[config.mk]
export PLATFORM = sky130hd
export DESIGN_NAME = evd_front
export DESIGN_NICKNAME = d
export VERILOG_FILES = /design/src/rtl/core/evd_pkg.sv /design/src/rtl/core/evd_front.sv
export SDC_FILE = /design/constraint.sdc
export NUM_CORES = 1
export LEC_CHECK = 0
export CELL_PAD_IN_SITES_DETAIL_PLACEMENT = 0
export CELL_PAD_IN_SITES_GLOBAL_PLACEMENT = 1
export CORE_UTILIZATION = 50
export CTS_BUF_LIST = sky130_fd_sc_hd__clkbuf_4 sky130_fd_sc_hd__clkbuf_8 sky130_fd_sc_hd__clkbuf_16
export DETAILED_ROUTE_END_ITERATION = 10
export DONT_BUFFER_PORTS = 1
export PLACE_DENSITY_LB_ADDON = 0.1
export SLEW_MARGIN = 20
export SYNTH_ARGS = -nofsm -noshare
export SYNTH_HDL_FRONTEND = slang
export SYNTH_SLANG_ARGS = --single-unit
[constraint.sdc]
create_clock -name clk_i -period 2.5 [get_ports clk_i]
set_input_delay 0.125 -clock clk_i [delete_from_list [all_inputs] [get_ports clk_i]]
set_output_delay 0.125 -clock clk_i [all_outputs]
set_load 0.1 [all_outputs]
[src/rtl/core/evd_pkg.sv]
// ----------------------------------------------------------------------------
// evd_pkg
// Shared types, codes and helpers of the event channel dispatcher.
// ----------------------------------------------------------------------------
package evd_pkg;

  localparam int unsigned WORD_BITS = 32;
  localparam int unsigned SEL_WORDS = 32;
  localparam int unsigned NUM_PORTS = 1024;
  localparam int unsigned PORT_W    = 10;
  localparam int unsigned WIDX_W    = 5;
  localparam int unsigned BIDX_W    = 5;
  localparam int unsigned CNT_W     = 32;

  typedef logic [WORD_BITS-1:0] word_t;
  typedef logic [SEL_WORDS-1:0] sel_t;
  typedef logic [WIDX_W-1:0]    widx_t;
  typedef logic [BIDX_W-1:0]    bidx_t;
  typedef logic [PORT_W-1:0]    port_t;

  // Request action codes as they arrive on the input channel
  typedef enum logic [3:0] {
    ACT_BIND    = 4'd0,
    ACT_UNBIND  = 4'd1,
    ACT_MASK    = 4'd2,
    ACT_UNMASK  = 4'd3,
    ACT_CLRPEND = 4'd4,
    ACT_RAISE   = 4'd5,
    ACT_SERVICE = 4'd6,
    ACT_ACK     = 4'd7,
    ACT_SUSPEND = 4'd8,
    ACT_RESUME  = 4'd9
  } action_e;

  // Decoded operation handed to the back end
  typedef enum logic [3:0] {
    OP_NONE,
    OP_BIND,
    OP_UNBIND,
    OP_MASK,
    OP_UNMASK,
    OP_CLRPEND,
    OP_RAISE,
    OP_SERVICE,
    OP_ACK,
    OP_SUSPEND,
    OP_RESUME
  } op_e;

  typedef enum logic [2:0] {
    KIND_EMPTY  = 3'd0,
    KIND_NORMAL = 3'd1,
    KIND_DCALL  = 3'd2,
    KIND_IRQ    = 3'd3,
    KIND_SUSP   = 3'd4
  } kind_e;

  typedef enum logic [2:0] {
    DISP_NONE    = 3'd0,
    DISP_CALL    = 3'd1,
    DISP_IRQ     = 3'd2,
    DISP_DCALL   = 3'd3,
    DISP_SUSP    = 3'd4,
    DISP_UNBOUND = 3'd5
  } disp_e;

  typedef enum logic [2:0] {
    ST_IDLE,
    ST_EXEC,
    ST_SCAN,
    ST_FIRE
  } state_e;

  localparam logic [1:0] BIND_TYPE_IRQ = 2'd2;

  typedef struct packed {
    logic [3:0] action;
    port_t      port;
    logic [1:0] bind_type;
    logic       auto_mask;
    logic       replace;
  } evd_in_t;

  typedef struct packed {
    logic             status;
    port_t            fired_port;
    logic [2:0]       dispatch;
    logic [CNT_W-1:0] fire_count;
    logic             scan_done;
    logic             handled;
    logic             was_pending;
    logic             all_acked;
  } evd_out_t;

  typedef struct packed {
    op_e        op;
    port_t      port;
    logic [1:0] bind_type;
    logic       auto_mask;
    logic       replace;
  } cmd_t;

  // One port table entry
  typedef struct packed {
    kind_e            kind;
    logic             fire_mask;
    logic [CNT_W-1:0] count;
  } ent_t;

  typedef struct packed {
    port_t rd_addr;
    logic  wr_en;
    port_t wr_addr;
    ent_t  wr_data;
  } tab_req_t;

  // Lowest set bit of a word (zero when empty)
  function automatic bidx_t ffs(input word_t v);
    bidx_t r;
    r = '0;
    for (int i = WORD_BITS - 1; i >= 0; i--) begin
      if (v[i]) r = bidx_t'(i);
    end
    return r;
  endfunction

endpackage

[src/rtl/core/evd_front.sv]
// ----------------------------------------------------------------------------
// evd_front
// Accepts requests, decodes the action and queues them for the back end.
// ----------------------------------------------------------------------------
module evd_front (
  input  logic             clk_i,
  input  logic             rst_ni,
  input  logic             in_valid_i,
  output logic             in_stall_o,
  input  evd_pkg::evd_in_t in_data_i,
  input  logic             busy_i,
  output logic             cmd_valid_o,
  output evd_pkg::cmd_t    cmd_o,
  input  logic             pop_i
);

  evd_pkg::cmd_t fifo_q [2];
  evd_pkg::cmd_t cmd_dec;
  logic          wp_q, rp_q;
  logic [1:0]    cnt_q;
  logic          push;

  // Action decode, unknown codes become no-ops
  always_comb begin
    cmd_dec.port      = in_data_i.port;
    cmd_dec.bind_type = in_data_i.bind_type;
    cmd_dec.auto_mask = in_data_i.auto_mask;
    cmd_dec.replace   = in_data_i.replace;
    case (evd_pkg::action_e'(in_data_i.action))
      evd_pkg::ACT_BIND:    cmd_dec.op = evd_pkg::OP_BIND;
      evd_pkg::ACT_UNBIND:  cmd_dec.op = evd_pkg::OP_UNBIND;
      evd_pkg::ACT_MASK:    cmd_dec.op = evd_pkg::OP_MASK;
      evd_pkg::ACT_UNMASK:  cmd_dec.op = evd_pkg::OP_UNMASK;
      evd_pkg::ACT_CLRPEND: cmd_dec.op = evd_pkg::OP_CLRPEND;
      evd_pkg::ACT_RAISE:   cmd_dec.op = evd_pkg::OP_RAISE;
      evd_pkg::ACT_SERVICE: cmd_dec.op = evd_pkg::OP_SERVICE;
      evd_pkg::ACT_ACK:     cmd_dec.op = evd_pkg::OP_ACK;
      evd_pkg::ACT_SUSPEND: cmd_dec.op = evd_pkg::OP_SUSPEND;
      evd_pkg::ACT_RESUME:  cmd_dec.op = evd_pkg::OP_RESUME;
      default:              cmd_dec.op = evd_pkg::OP_NONE;
    endcase
  end

  // Two-entry request queue; closed while the port table initialises
  assign in_stall_o  = (cnt_q == 2'd2) || busy_i;
  assign push        = in_valid_i && !in_stall_o;
  assign cmd_valid_o = (cnt_q != 2'd0);
  assign cmd_o       = fifo_q[rp_q];

  always_ff @(posedge clk_i) begin
    if (push) fifo_q[wp_q] <= cmd_dec;
  end

  always_ff @(posedge clk_i or negedge rst_ni) begin
    if (!rst_ni) begin
      wp_q  <= 1'b0;
      rp_q  <= 1'b0;
      cnt_q <= 2'd0;
    end else begin
      if (push) wp_q <= ~wp_q;
      if (pop_i) rp_q <= ~rp_q;
      cnt_q <= cnt_q + {1'b0, push} - {1'b0, pop_i};
    end
  end

endmodule

==> Word-level counts from Yosys, hierarchy flattened <==
Memory sizes are Yosys's and may differ from the RTL's.
Index checks and enable logic that the tools add are counted.
{ "classes": {"n_addsub": 2, "multipliers": 0, "div": 0, "n_lt_le_gt_ge": 0, "n_eq_ne": 1, "n_shift": 0, "mux": 2, "bitwise": 2, "reduce_logical": 4} }
{ "ops": {"columns": ["op", "count"], "rows": [
  ["adder 2 x 1 -> 2 bit", 1],
  ["equality test 2 bit (second input constant)", 1],
  ["2-to-1 mux 1 bit", 2],
  ["inverter 1 bit", 2],
  ["nonzero test 2 bit", 1],
  ["subtractor 2 x 1 -> 2 bit", 1],
  ["logical AND 1 bit", 1],
  ["logical NOT 1 bit", 1],
  ["logical OR 1 bit", 1]
]} }
{ "word_totals": {"reg_bits": 4, "latch_bits": 0, "ramBits": 36, "romBits": 64, "in_bits": 23, "out_inout_bits": 20, "elab_cells": 16, "mem_count": 2} }
{ "mem_list": {"columns": ["name", "depth", "width", "rd", "rd_clocked_by_memory_dff", "wr", "line_no", "text"], "rows": [
  ["(name not given)", 16, 4, 1, 0, 0, "evd_front.sv:29", "case (evd_pkg::action_e'(in_data_i.action))"],
  ["fifo_q", 2, 18, 1, 0, 1, "evd_front.sv:17", "evd_pkg::cmd_t fifo_q [2];"]
]} }

==> Logic depth before layout (Yosys ltp) <==
Gate-level depths: netlist of run 1.
{ "logic_depth": {"ltp_word": 6, "mapped_depth": 7, "mapped_depth_nobuf": 7} }

==> Worst setup path after synthesis of run 1 <==
No wires, ideal clock.
{ "synth_path": {"path_type": "reg-to-reg", "from": "register cnt_q[1]", "to": "memory fifo_q[1][0] (netlist name), enable pin", "setup_time_ps": 393, "t_arrival_ps": 1424, "required_ps": 2107, "path_slack_ps": 684, "path_stages_with_launch": 4, "path_buffers": 0, "period_less_slack_ps": 1816, "cell_sequence": "dfrtp_1 -> nand2b_1 -> nand3b_1 -> nor2_1"} }
{ "synth_between": {"elab_chain_cells": 6} }
{ "synth_lines": {"columns": ["item", "line_no", "text"], "rows": [
  ["start, declared", "evd_front.sv:20", "logic [1:0] cnt_q;"],
  ["start signal, assigned", "evd_front.sv:62", "cnt_q <= cnt_q + {1'b0, push} - {1'b0, pop_i};"],
  ["equality test 2 bit", "evd_front.sv:45", "assign in_stall_o = (cnt_q == 2'd2) || busy_i;"],
  ["logical OR 1 bit", "evd_front.sv:45", null],
  ["logical NOT 1 bit", "evd_front.sv:46", "assign push = in_valid_i && !in_stall_o;"],
  ["logical AND 1 bit", "evd_front.sv:46", null],
  ["2-to-1 mux 1 bit", "evd_front.sv:51", "if (push) fifo_q[wp_q] <= cmd_dec;"],
  ["2-to-1 mux 1 bit (implied by the code)", "evd_front.sv:51", null],
  ["end, declared", "evd_front.sv:17", null]
]} }
No other way between the ends.

==> results.md, run 1 <==
- Nets: ~150
- Setup total negative slack: 0 ns
- Number of placement rows: 20
- Fraction of registers with async set/reset: 10.0%
- Cell area after synthesis: between 1500 and 2000 sq um
- Max Cap Viol: 0
- Most common cell after layout, fill and taps aside: edfxtp_1
- Min cycle time layout: between 1.5 and 2 ns
- Per-cell routed wire length: roughly 14 um
- Antenna cell count: 0
- CP startpoint kind: flop
- Slew Limit Headroom: about 65%
- PortBufs: 0
- Net Count, Synth: between 100 and 150
- DRC: 0
- Hold Crit Start: in_data_i[17]
- DRT iter0 DRCs: 14
- Placeable Area: 3100 sq um
- Synthesis Warnings: 0
- RSZ-0062 raised after global routing: false
- Global route total overflow: 0
- #FFs+latches synth: 40
- Post-synthesis cell type count: 19
- CTS buffer count: 5
- Synth Flop Type: edfxtp_1
- Crit path DAT: between 1.5 and 2 ns
- I/O pin total: 43
- Average via count per standard cell: 5.01
- Post-Synthesis Cells: about 90
- Worst r2r src: cnt_q[1]$_DFF_PN0_
- Crit path cell chain: buf_4 -> mux2_2
- Layout cells sized above 1: between 20% and 30%
- Total Routing Usage GR: 15.0%
- CP Max Fanout: 12
- Starting density of the core: 53.7%
- Final period util: roughly 76%
- Die area: approximately 3600 sq um
- Clk_skew: approximately 0.0023 ns
- Run status: completed
- Commonest non-fill, non-tap cells in the layout: edfxtp_1, dlygate4sd3_1, mux2_4, mux2_2
- Total wire length: around 2300 um
- Final HPWL DP: around 1700 um
- Delay-heaviest family, CP: multiplexers
- First-pass GRT wire length: ~3600 um
- Hold Fails Final Rpt: 0
- Antenna violations before repair: 0
- Die width: around 60 um
- Worst-margin pin slew: 0.521 ns
- Critical path's slowest cell: mux2_2
- Syn avg cell area: roughly 18 sq um
- Antenna Violating Nets Remaining: 0
- Max Clk Rate: between 500 and 600 MHz
- Largest net degree at the start of global routing: 19
- Crit end category: output pin
- Initial DRT Pass Iterations: 4
- Clk sinks: 40
- Sequential element share of the synthesized area: between 70% and 80%
- Root Buffer: clkbuf_4
- Filler Cells Inserted: between 200 and 300
- Worst min-delay path category: in2reg
- Crit path kind: reg2out
- # setup viols final: 0
- Register area: 1180 sq um
- Die H: roughly 60 um
- Htree depth: 2
- Synth-to-Final Area Change: 16.8%
- CP Launch Point: rp_q$_DFFE_PN0P_
- Worst-Skew Late Latency: between 0.3 and 0.4 ns
- GP Congestion: between 0.5 and 0.6
- CTS tree: yes
- DR vias: between 800 and 900
- Area taken by multi-input logic gates: roughly 440 sq um
- Worst path required time: 2.38 ns
- Vias in the first global route: 821
- CP bufs+invs: 1
- Slowest stage delay, CP: 0.58 ns
- Clock Tree Buf Depth: 2
- Post_cts resized: 0
- Max-slew violations: 0
- Number of synthesized flops with an enable pin: 36
- Worst-path clk slew: 0.10 ns
## metal layers
| layer | global-route usage (%) | wire (um) | up-vias |
|---|---|---|---|
| met1 | 14.8 | 878 | 388 |
| met4 | 8.97 | 49 | 0 |
| li1 | - | - | 382 |
| met2 | 26.0 | 1230 | 32 |
| met5 | 0 | 0 | - |
| met3 | 6.06 | 186 | 9 |
## timing repair
action | 4_1_cts | 5_1_grt
hold endpoints to repair | 35 | 0
hold buffers | 17 | 0
setup buffers | 0 | 0
## cells in the mapped netlist (2+ instances only)
cell | number | share of area [%]
edfxtp_1 | 36 | 65
nand2b_1 | 2 | 0.75
mux2_4 | 9 | 8.1
inv_1 | 6 | 1.4
mux2_2 | 9 | 6.1
nor2_1 | 3 | 0.68
dfrtp_1 | 4 | 6.0
nand2_1 | 3 | 0.68
ha_1 | 6 | 4.5
xnor2_1 | 3 | 1.6
o21ai_0 | 2 | 0.60
## cell type report
| type | count | share of cell area, % |
|---|---|---|
| timing repair buffer | 21 | 10.3 |
| multi-input combinational | 43 | 22.4 |
| sequential | 40 | 60.7 |
| tap | 44 | 2.83 |
| clock inverter | 3 | 0.707 |
| clock buffer | 5 | 1.93 |
| inverter | 6 | 1.16 |
## registers in the layout, indices dropped and copies added (netlist names)
name	cells
fifo_q	36
rp_q	1
wp_q	1
cnt_q	2
## final timing paths
path | end | slack [ns] | depth (start not counted)
setup / recovery | cmd_o[2] | 0.60 | 2
hold / removal | fifo_q[0][17]$_DFFE_PP_ | 0.02 | 1
setup reg to reg | cnt_q[1]$_DFF_PN0_ | 0.86 | 7
hold reg to reg | cnt_q[1]$_DFF_PN0_ | 0.51 | 1
max in group asynchronous | rp_q$_DFFE_PN0P_ | 2.25 | 1
min in group asynchronous | wp_q$_DFFE_PN0P_ | 0.07 | 1
## per-stage QoR
step	area [sq um]	cells	hold WS [ns]	utilization (%)	worst slack, ns
2_1_floorplan	1670	91	-0.171	-	0.684
3_3_place_gp	1720	137	-0.170	55.6	0.910
3_5_place_dp	1720	137	-0.170	55.6	0.858
4_1_cts	1950	162	0.00712	62.7	0.548
5_1_grt	1950	162	0.00654	62.7	0.505
6_report	1950	162	0.0170	62.7	0.600
## kinds of logic after synthesis
logic type      synth area share, %
flops                          70.9
mux                            14.8
simple gates                   3.31
buf+inv                        3.23
fa+ha+maj                      4.51
xor+xnor                       2.10
compound gates                 1.13
Power of run 1 is not shown: default switching activity piles up to over one toggle a cycle in this logic, so the estimate is an artifact.
==> run 2: changes to the inputs <==
==> constraint.sdc (replaced) <==
create_clock -name clk_i -period 2 [get_ports clk_i]
set_input_delay 0.1 -clock clk_i [delete_from_list [all_inputs] [get_ports clk_i]]
set_output_delay 0.1 -clock clk_i [all_outputs]
set_load 0.1 [all_outputs]
==> run 2 against run 1 <==
  * Sequential share of layout area down 6.0 points
  * Hold slack improved by 0.0028 ns
  * First-iteration DRC count increased by 71%
  * Core utilization increased by 6.8 points
  * Routed wire length increased by 2.1%
  * Sequential cell count is the same
==> results.md, run 2 (same netlist as run 1, synthesis figures left out) <==
- Worst min-delay path category: in2async
- Htree depth: 2
- Die H: 59.7 um
- Max Clk Rate: slightly above 600 MHz
- I/O pin total: 43
- Antenna Violating Nets Remaining: 0
- Cell Area, Placed: around 1900 sq um
- Total Routing Usage GR: between 15 and 20%
- RSZ-0062 raised after global routing: false
- Antenna cell count: 0
- CP Max Fanout: 4
- Placeable Area: 3100 sq um
- Worst-Skew Late Latency: roughly 0.34 ns
- Commonest non-fill, non-tap cells in the layout: edfxtp_1, dlygate4sd3_1, mux2_4, mux2_2, buf_12
- Setup total negative slack: 0 ns
- GP Congestion: approximately 0.64
- Worst r2r src: cnt_q[1]$_DFF_PN0_
- Hold Fails Final Rpt: 0
- Layout cells sized above 1: 32.0%
- Final period util: about 83%
- Worst-margin pin slew: about 0.52 ns
- PortBufs: 0
- Slowest stage delay, CP: 0.42 ns
- CP Launch Point: cnt_q[1]$_DFF_PN0_
- CP startpoint kind: flop
- Die width: 59.7 um
- Nets: between 150 and 200
- Global route total overflow: 0
- Starting density of the core: between 50 and 60%
- Most common cell after layout, fill and taps aside: edfxtp_1
- Fin util: between 60% and 70%
- Initial DRT Pass Iterations: 3
- DR vias: approximately 850
- Antenna violations before repair: 0
- Max FFs per register: 36
- DRC: 0
- Largest Register: fifo_q
- Slew Limit Headroom: between 60% and 70%
- Run status: completed
- CTS buffer count: 5
- DRT iter0 DRCs: 24
- Total wire length: 2400 um
- Largest net degree at the start of global routing: 19
- Average via count per standard cell: 4.91
- Max-slew violations: 0
- # setup viols final: 0
- Post_cts resized: 0
- Biggest regs: fifo_q: 36 flops, cnt_q: 2 flops
- Clk sinks: 40
- Worst-path clk slew: about 0.1 ns
- Worst path required time: approximately 2.3 ns
- Final HPWL DP: ~1600 um
- Clk_skew: roughly 0.0033 ns
- Crit end category: flop
- Root Buffer: clkbuf_4
- Crit path cell chain: nand2b_1 -> nand3b_1 -> ha_1 -> inv_1 -> ha_1 -> xnor2_1 -> xnor2_1
- Post-route cell area: 2160 sq um
- First-pass GRT wire length: 3840 um
- Crit path DAT: between 1.5 and 2 ns
- Per-cell routed wire length: between 10 and 15 um
- Critical path's slowest cell: dfrtp_1
- Number of placement rows: 20
- Max Cap Viol: 0
- Clock Tree Buf Depth: 2
- Min cycle time layout: between 1.5 and 2 ns
- Vias in the first global route: 867
- Crit path kind: reg2reg
- Synth-to-Final Area Change: 29.5%
- Die area: about 3600 sq um
- CTS tree: yes
-- run 2: layout make-up --
type | count | area, sq um
flip-flops and latches | 40 | 1180
fillers | 238 | 946
repair buffers | 31 | 388
clock buffers | 5 | 37.5
well taps | 44 | 55.1
clock inverters | 3 | 37.5
multi-input cells | 43 | 435
inverters | 6 | 22.5
-- run 2: metal layers --
metal,global-route usage (%),up-vias,wire (um),share of wire [%]
li1,-,401,-,-
met2,26.8,27,1280,53
met3,6.06,7,170,7.1
met5,0,-,0,0
met4,11.0,0,67,2.8
met1,16.5,410,877,37
-- run 2: path summary, 6_finish.rpt --
check	to	slack [ns]	cells after the start
worst min-delay path	wp_q$_DFFE_PN0P_	0.02	1
min in group clk_i	fifo_q[0][14]$_DFFE_PP_	0.02	1
worst max register to register	cnt_q[1]$_DFF_PN0_	0.35	7
worst max-delay path	cnt_q[1]$_DFF_PN0_	0.35	7
worst min register to register	cnt_q[1]$_DFF_PN0_	0.51	1
max in group asynchronous	rp_q$_DFFE_PN0P_	1.81	1
-- run 2: per-stage QoR --
stage | setup WS (ns) | hold slack (ns) | std cells
2_1_floorplan | 0.184 | -0.196 | 91
3_3_place_gp | 0.453 | -0.195 | 147
3_5_place_dp | 0.356 | -0.195 | 147
4_1_cts | 0.322 | 0.00969 | 172
5_1_grt | 0.198 | 0.0155 | 172
6_report | 0.348 | 0.0198 | 172
-- run 2: what timing repair did --
item,4_1_cts,5_1_grt
setup buffers,0,0
endpoints found under the hold margin,37,0
hold buffers,17,0
-- run 2: critical path, delay by kind of cell (launching register included) --
family / cells / cell delay [ns]
xor gates and xnor gates: 2 / 0.30
DFF: 1 / 0.42
buffers and inverters: 1 / 0.04
and+or+nand+nor: 2 / 0.30
adders and majority gates: 2 / 0.52
Power of run 2 is left out for the same reason.
==> run 3: changes to the inputs <==
==> constraint.sdc (replaced) <==
create_clock -name clk_i -period 1.63 [get_ports clk_i]
set_input_delay 0.0815 -clock clk_i [delete_from_list [all_inputs] [get_ports clk_i]]
set_output_delay 0.0815 -clock clk_i [all_outputs]
set_load 0.1 [all_outputs]
==> run 3 against run 2 <==
  * Core utilization is 0.60 points higher
  * Non-clock buffer count rose by 4
  * Setup slack lost 0.26 ns
  * Sequential share of layout area is 0.47 points lower
  * Via count increased by 0.47%
  * Critical path type is now reg2out
  * Largest cell class unchanged
==> results.md, run 3 (same netlist as run 1, synthesis figures left out) <==
- Per-cell routed wire length: 14.2 um
- Crit path cell chain: buf_4 -> mux2_2 -> buf_12
- Vias in the first global route: ~900
- Biggest regs: fifo_q: 36 flops, cnt_q: 2 flops
- Global route total overflow: 0
- Max FFs per register: 36
- First-pass GRT wire length: about 4000 um
- Number of placement rows: 20
- CTS buffer count: 5
- Worst min-delay path category: in2reg
- Nets: 160
- Crit path DAT: between 1 and 1.5 ns
- Max-slew violations: 0
- DRC: 0
- Run status: completed
- Filler Cells Inserted: 229
- DR vias: about 850
- CTS tree: yes
- Root Buffer: clkbuf_4
- Worst path required time: 1.55 ns
- Layout cells sized above 1: between 30% and 40%
- Antenna Violating Nets Remaining: 0
- Clk_skew: ~0.010 ns
- Final WS setup: 0.0862 ns
- Post-CTS Setup Bufs: 0
- DRT iter0 DRCs: 14
- Slowest stage delay, CP: slightly below 0.4 ns
- Starting density of the core: a little over half
- CP Max Fanout: 10
- Max Clk Rate: between 600 and 700 MHz
- Clock Tree Buf Depth: 2
- Largest net degree at the start of global routing: 13
- Slew Limit Headroom: 65.8%
- Register area: 1180 sq um
- PortBufs: 0
- Worst-Skew Late Latency: between 0.3 and 0.4 ns
- Pre-CTS setup slack: ~0.11 ns
- I/O pin total: 43
- Critical path's slowest cell: mux2_2
- Total wire length: around 2500 um
- GP Congestion: 0.616
- Htree depth: 2
- Largest Register: fifo_q
- Antenna violations before repair: 0
- Most common cell after layout, fill and taps aside: edfxtp_1
- Min cycle time layout: roughly 1.5 ns
- Worst-path clk slew: about 0.10 ns
- Hold Fails Final Rpt: 0
- Antenna cell count: 0
- Die area: 3570 sq um
- Die H: about 60 um
- Final HPWL DP: roughly 1800 um
- CP startpoint kind: flop
- Crit end category: output pin
- Clk sinks: 40
- Total Routing Usage GR: 16.2%
- Average via count per standard cell: between 4 and 5
- RSZ-0062 raised after global routing: false
- Commonest non-fill, non-tap cells in the layout: edfxtp_1, dlygate4sd3_1, mux2_4, mux2_2, buf_12
- # setup viols final: 0
- Area taken by multi-input logic gates: 435 sq um
- Crit path kind: reg2out
- Placeable Area: roughly 3100 sq um
- Die width: about 60 um
- Worst-margin pin slew: 0.516 ns
- Synth-to-Final Area Change: 30.7%
- Initial DRT Pass Iterations: 3
- Final period util: around 95%
- Max Cap Viol: 0
[run 3: changes by cell type in the layout (fill, tap and decap cells not counted)]
cell           previous run  this run
clkinv_2                  0         2
clkinv_1                  2         0
clkbuf_8                  0         1
dlygate4sd3_1            17        18
buf_4                     5         8
bufinv_16                 1         0
[run 3: routing by layer]
| layer | part of all wire, % | wire length, um | track usage [%] |
|---|---|---|---|
| met2 | 53 | 1330 | 28.3 |
| met5 | 0 | 0 | 0 |
| met4 | 0.76 | 19 | 7.97 |
| met3 | 6.8 | 169 | 5.41 |
| met1 | 39 | 977 | 17.6 |
[run 3: final cells by class]
class,count,area share (%)
Clock inverter,2,0.460
Sequential cell,40,54.3
Clock buffer,6,2.36
Timing Repair Buffer,35,19.3
Tap cell,44,2.53
Inverter,6,1.04
Multi-Input combinational cell,43,20.0
[run 3: what timing repair did]
item                      CTS  global route
hold buffers               18             0
hold endpoints to repair   39             0
gates resized for setup     0             0
[run 3: path summary, 6_finish.rpt]
path / startpoint / endpoint / slack, ns / cells after the start
max reg2reg: cnt_q[1]$_DFF_PN0_ / cnt_q[1]$_DFF_PN0_ / 0.11 / 7
min in group asynchronous: rst_ni / wp_q$_DFFE_PN0P_ / 0.55 / 2
min: in_data_i[17] / fifo_q[1][14]$_DFFE_PP_ / 0.02 / 1
max in group asynchronous: rst_ni / rp_q$_DFFE_PN0P_ / 0.89 / 2
max: rp_q$_DFFE_PN0P_ / cmd_o[2] / 0.09 / 3
min reg2reg: cnt_q[1]$_DFF_PN0_ / cnt_q[1]$_DFF_PN0_ / 0.52 / 1
[run 3: per-stage QoR]
step	TNS (ns)	instance area [sq um]	utilization (%)	cells	hold WS, ns
2_1_floorplan	-6.71	1670	-	91	-0.214
3_3_place_gp	0	1930	62.3	150	-0.214
3_5_place_dp	0	1930	62.3	150	-0.214
4_1_cts	0	2180	70.1	176	0.00411
5_1_grt	0	2180	70.1	176	0.0156
6_report	0	2180	70.1	176	0.0207
[run 3: critical path, delay by kind of cell (launching register included)]
kind	cells	cell delay (ns)
buffers and inverters	2	0.39
DFF	1	0.36
muxes	1	0.39
Power of run 3 is left out for the same reason.
